### src/rtl/spq_pkg.sv
// shared constants and types for the sorted priority queue
package spq_pkg;

    localparam int DEPTH      = 64;
    localparam int DATA_WIDTH = 32;
    localparam int PRIO_WIDTH = 16;
    localparam int CNT_WIDTH  = $clog2(DEPTH + 1);

    localparam logic CMD_INSERT = 1'b0;
    localparam logic CMD_REMOVE = 1'b1;

    localparam logic [1:0] ST_OK    = 2'd0;
    localparam logic [1:0] ST_FULL  = 2'd1;
    localparam logic [1:0] ST_EMPTY = 2'd2;

    typedef logic signed [DATA_WIDTH-1:0] data_t;
    typedef logic [PRIO_WIDTH-1:0]        prio_t;
    typedef logic [CNT_WIDTH-1:0]         cnt_t;

    typedef struct packed {
        logic  insert;
        logic  remove;
        data_t data;
        prio_t prio;
    } spq_ctrl_t;

endpackage

### src/rtl/spq_cell.sv
// one slot of the sorted chain: compare, then hold, load new, shift in from left or right
module spq_cell (
    input  logic               clk,
    input  spq_pkg::spq_ctrl_t ctrl,
    input  spq_pkg::cnt_t      slot_idx,
    input  spq_pkg::cnt_t      count,
    input  logic               left_move,
    input  spq_pkg::data_t     left_data,
    input  spq_pkg::prio_t     left_prio,
    input  spq_pkg::data_t     right_data,
    input  spq_pkg::prio_t     right_prio,
    output spq_pkg::data_t     data,
    output spq_pkg::prio_t     prio,
    output logic               move
);
    import spq_pkg::*;

    data_t data_reg;
    data_t data_next;
    prio_t prio_reg;
    prio_t prio_next;

    // slots past the fill level or holding a larger priority sit behind the insert point
    assign move = (slot_idx >= count) || (prio_reg > ctrl.prio);

    always_comb
    begin
        data_next = data_reg;
        prio_next = prio_reg;
        if (ctrl.insert && move)
        begin
            if (!left_move)
            begin
                data_next = ctrl.data;
                prio_next = ctrl.prio;
            end
            else
            begin
                data_next = left_data;
                prio_next = left_prio;
            end
        end
        else if (ctrl.remove)
        begin
            data_next = right_data;
            prio_next = right_prio;
        end
    end

    always_ff @(posedge clk)
    begin
        data_reg <= data_next;
        prio_reg <= prio_next;
    end

    assign data = data_reg;
    assign prio = prio_reg;

endmodule

### config.mk
export PLATFORM = sky130hd
export DESIGN_NAME = spq_cell
export DESIGN_NICKNAME = d
export VERILOG_FILES = /design/src/rtl/spq_pkg.sv /design/src/rtl/spq_cell.sv
export SDC_FILE = /design/constraint.sdc
export NUM_CORES = 1
export LEC_CHECK = 0
export BUFFER_PORTS_ARGS = -buffer_cell sky130_fd_sc_hd__buf_2
export CORE_UTILIZATION = 43
export DETAILED_ROUTE_END_ITERATION = 8
export MAX_ROUTING_LAYER = met4
export PLACE_DENSITY_LB_ADDON = 0.15
export RECOVER_POWER = 25
export SETUP_SLACK_MARGIN = 0.1
export SLEW_MARGIN = 20
export SYNTH_ARGS = -nofsm -noshare
export SYNTH_HDL_FRONTEND = slang
export SYNTH_SLANG_ARGS = --single-unit
### constraint.sdc
create_clock -name clk -period 8.55 [get_ports clk]
set_clock_uncertainty 0.05 [all_clocks]
set_input_delay 0.855 -clock clk [delete_from_list [all_inputs] [get_ports clk]]
set_output_delay 0.855 -clock clk [all_outputs]
set_load 0.01 [all_outputs]
==> impl_metrics.xml <==
<?xml version="1.0" encoding="UTF-8"?>
<metrics>
  <group name="setup_path">
    <metric name="cpPeakStageDelay" unit="ns">0.36</metric>
    <metric name="worstSetupStartpointType" unit="">input pin</metric>
    <metric name="critical_path_arrival" unit="ns">2.52</metric>
    <metric name="worstSetupStartpoint" unit="">ctrl[5]</metric>
    <metric name="critical_path_required" unit="ns">7.65</metric>
    <metric name="critical_path.cell_chain" unit="">buf_2 -&gt; inv_1 -&gt; ha_1 -&gt; a21oi_1 -&gt; o21ai_1 -&gt; a221o_1 -&gt; o31ai_2 -&gt; nand2_1 -&gt; buf_2</metric>
    <metric name="crit_type" unit="">input pin to output pin</metric>
    <metric name="worst_r2r_src" unit="">prio[14]</metric>
    <metric name="critical_path.max_fanout" unit="">2</metric>
    <metric name="cp_top_family" unit="">compound AO/OA/AOI/OAI gates</metric>
    <metric name="crit_path_top_delay_cell" unit="">sky130_fd_sc_hd__o31ai_2</metric>
    <metric name="end_kind" unit="">output pin</metric>
    <metric name="worst-path-buf-inv" unit="">3</metric>
    <metric name="crit_top_cell" unit="">sky130_fd_sc_hd__buf_2</metric>
  </group>
  <group name="placement">
    <metric name="placement.setup.worst_slack" unit="ns">4.87</metric>
    <metric name="finalWeightedCongestion" unit="">0.834</metric>
    <metric name="placed_area" unit="um2">4290</metric>
    <metric name="port_buffers" unit="">210</metric>
    <metric name="dp.final_hpwl" unit="um">6100</metric>
  </group>
  <group name="synth">
    <metric name="async_flop_share" unit="%">0</metric>
    <metric name="netlist-cell-type-count" unit="">26</metric>
    <metric name="count_of_flip_flops_with_a_built_in_enable_after_synthesis" unit="">48</metric>
    <metric name="syn_nets" unit="">437</metric>
    <metric name="synthesized_netlist_cell_count" unit="">252</metric>
    <metric name="synth_ff_type" unit="">sky130_fd_sc_hd__edfxtp_1</metric>
    <metric name="netlist_area" unit="um2">3170</metric>
    <metric name="yosys_warnings" unit="">0</metric>
    <metric name="syn_avg_cell_area" unit="um2">12.6</metric>
    <metric name="ys_seq_area_share" unit="%">45.5</metric>
    <metric name="ys_seq_elements" unit="">48</metric>
  </group>
  <group name="die">
    <metric name="die_area" unit="um2">7720</metric>
    <metric name="die-height" unit="um">87.9</metric>
    <metric name="initial_core_util" unit="%">45.6</metric>
    <metric name="die_width" unit="um">87.9</metric>
    <metric name="pin_count" unit="">211</metric>
    <metric name="core_area" unit="um2">6940</metric>
    <metric name="core_rows" unit="">30</metric>
  </group>
  <group name="sta">
    <metric name="timing_hold_violations_final" unit="">0</metric>
    <metric name="setup_viol" unit="">0</metric>
    <metric name="grt_setup_unrepaired" unit="">false</metric>
    <metric name="worst_slack" unit="ns">5.12</metric>
    <metric name="max_slew.worst_pin.slew" unit="ns">0.705</metric>
    <metric name="finalMaxSlewViolations" unit="">0</metric>
    <metric name="period_utilization" unit="%">40.1</metric>
    <metric name="post-route-min-period" unit="ns">3.43</metric>
    <metric name="fmax" unit="MHz">292</metric>
    <metric name="max_transition_margin" unit="%">53.0</metric>
    <metric name="tns_setup" unit="ns">0</metric>
  </group>
  <group name="detailed_routing">
    <metric name="drt-vias-per-instance" unit="">4.91</metric>
    <metric name="route.antenna.remaining_nets" unit="">0</metric>
    <metric name="post-route-drc-count" unit="">0</metric>
    <metric name="first_pass_iters" unit="">4</metric>
    <metric name="first_iter_violations" unit="">61</metric>
    <metric name="totalWireLength" unit="um">7780</metric>
    <metric name="route.detailed.wl_per_inst" unit="um">14.1</metric>
    <metric name="via_count" unit="">2714</metric>
  </group>
  <group name="cts">
    <metric name="hold_buffers" unit="">0</metric>
    <metric name="clock_insertion_delay_worst_skew" unit="ns">0.29</metric>
    <metric name="cts_root_buf" unit="">sky130_fd_sc_hd__clkbuf_8</metric>
    <metric name="postCtsResizedCells" unit="">0</metric>
    <metric name="tritoncts_clock_tree" unit="">yes</metric>
    <metric name="cts.path.max_buffers" unit="">2</metric>
    <metric name="cts.sinks" unit="">48</metric>
    <metric name="numCtsBuffers" unit="">5</metric>
    <metric name="clkTransAtPathRegs" unit="ns">0.08</metric>
    <metric name="post-cts-setup-buffers" unit="">0</metric>
    <metric name="cts_htree_levels" unit="">2</metric>
  </group>
  <group name="min_path">
    <metric name="hold_start" unit="">right_data[19]</metric>
    <metric name="hp-class" unit="">input pin to flop</metric>
  </group>
  <group name="grt">
    <metric name="grt_antenna_before_repair" unit="">0</metric>
    <metric name="via_count_of_the_first_global_routing_pass" unit="">2565</metric>
    <metric name="grt_use_total" unit="%">20.5</metric>
    <metric name="grt_remaining_overflow" unit="">0</metric>
    <metric name="grt_pass1_wl" unit="um">11600</metric>
    <metric name="grt_start_max_net_pins" unit="">64</metric>
  </group>
  <group name="final_layout">
    <metric name="diode_insertion_count_for_antenna_repair" unit="">0</metric>
    <metric name="postLayoutCellArea" unit="um2">4350</metric>
    <metric name="layout.filler_cells" unit="">624</metric>
    <metric name="largest_register_ffs" unit="">32</metric>
    <metric name="area_growth_syn_to_layout" unit="%">37.3</metric>
    <metric name="drive_gt1_share" unit="%">49.5</metric>
    <metric name="nNetsFinal" unit="">643</metric>
  </group>
  <group name="power">
    <metric name="ratio_of_total_power_to_cell_area" unit="nW/um2">154</metric>
    <metric name="max-vdd-ir-drop" unit="uV">83.1</metric>
    <metric name="power.static_leakage" unit="nW">2.05</metric>
  </group>
  <group name="run">
    <metric name="max_cap_violations" unit="">0</metric>
  </group>
  <group name="status">
    <metric name="outcome" unit="">finished, final reports clean</metric>
  </group>
</metrics>
==> power breakdown <==
part           leakage [nW]  internal, mW  switching [mW]  total [mW]
clock                0.0501        0.0840          0.0706       0.155
combinational          1.52         0.100           0.101       0.202
sequential            0.483         0.303          0.0122       0.316
total                  2.05         0.488           0.184       0.672
==> synthesized netlist by cell type (2+ instances only) <==
| master | n | area [um2] |
|---|---|---|
| sky130_fd_sc_hd__inv_1 | 23 | 86.3 |
| sky130_fd_sc_hd__o21ai_0 | 15 | 75.1 |
| sky130_fd_sc_hd__a21o_1 | 2 | 15.0 |
| sky130_fd_sc_hd__mux2_2 | 33 | 372 |
| sky130_fd_sc_hd__ha_1 | 23 | 288 |
| sky130_fd_sc_hd__buf_6 | 2 | 22.5 |
| sky130_fd_sc_hd__mux2_1 | 39 | 439 |
| sky130_fd_sc_hd__edfxtp_1 | 48 | 1440 |
| sky130_fd_sc_hd__nand2_1 | 19 | 71.3 |
| sky130_fd_sc_hd__o21ai_1 | 2 | 10.0 |
| sky130_fd_sc_hd__nand4_1 | 4 | 25.0 |
| sky130_fd_sc_hd__nand3_1 | 3 | 15.0 |
| sky130_fd_sc_hd__clkbuf_1 | 7 | 26.3 |
| sky130_fd_sc_hd__buf_2 | 3 | 15.0 |
| sky130_fd_sc_hd__mux2_4 | 9 | 135 |
| sky130_fd_sc_hd__a21oi_1 | 9 | 45.0 |
| sky130_fd_sc_hd__nor2b_1 | 2 | 12.5 |
==> through the flow <==
step	hold slack, ns	power, mW	instances	utilization [%]
final	0.787	0.672	553	62.6
after global routing	0.781	0.710	553	62.6
after CTS	0.775	0.685	553	63.2
after detailed placement	1.09	0.531	547	61.8
after global placement	1.09	0.525	547	61.8
after floorplan	1.01	0.441	252	-
==> layout make-up <==
type,instances,area (um2),share of cell area (%)
Clock inverter,1,30.0,0.690
Sequential cell,48,1440,33.1
Timing Repair Buffer,211,1020,23.4
Multi-Input combinational cell,169,1590,36.5
Inverter,23,86.3,1.98
Tap cell,96,120,2.76
Clock buffer,5,68.8,1.58
==> per-layer routing <==
layer	wire length [um]	global-route usage [%]
met4	99	5.51
met2	3960	35.7
met5	0	-
met3	566	3.68
met1	3140	24.4
==> cells by family after synthesis <==
logic type	share of synthesized area (%)
adders and majority gates	9.08
and+or+nand+nor	4.46
AOI/OAI and AO/OA	6.40
muxes	29.8
DFF	45.5
buffers and inverters	4.74
==> path summary, 6_finish.rpt <==
path / end / slack (ns) / cells after the start
max reg2reg: data[6] / 5.49 / 7
min: data[19] / 0.79 / 2
max: move / 5.12 / 9
min reg2reg: prio[0] / 1.67 / 5
==> worst reg2reg max path, cell delays in order, from the launching register on <==
cell	delay (ns)
sky130_fd_sc_hd__edfxtp_1	0.42
sky130_fd_sc_hd__ha_1	0.33
sky130_fd_sc_hd__nand4_1	0.17
sky130_fd_sc_hd__a2111oi_0	0.50
sky130_fd_sc_hd__o31ai_2	0.15
sky130_fd_sc_hd__a21boi_4	0.18
sky130_fd_sc_hd__buf_4	0.55
sky130_fd_sc_hd__mux2_1	0.47
==> cells in the final DEF, fill, tap and decap left out, drive strengths merged <==
cell and count:
o211ai 1, mux2 81, inv 23, bufinv 1, a2111oi 1, nand3 3
a21o 2, nor2 1, or4 1, o21a 1, a221o 1, clkbuf 41
o31ai 1, a21oi 9, nor2b 2, edfxtp 48, nand2 19, ha 23
a21boi 1, o21ai 17, buf 175, nand4 4, or2 1
(Power assumes the default switching activity.)
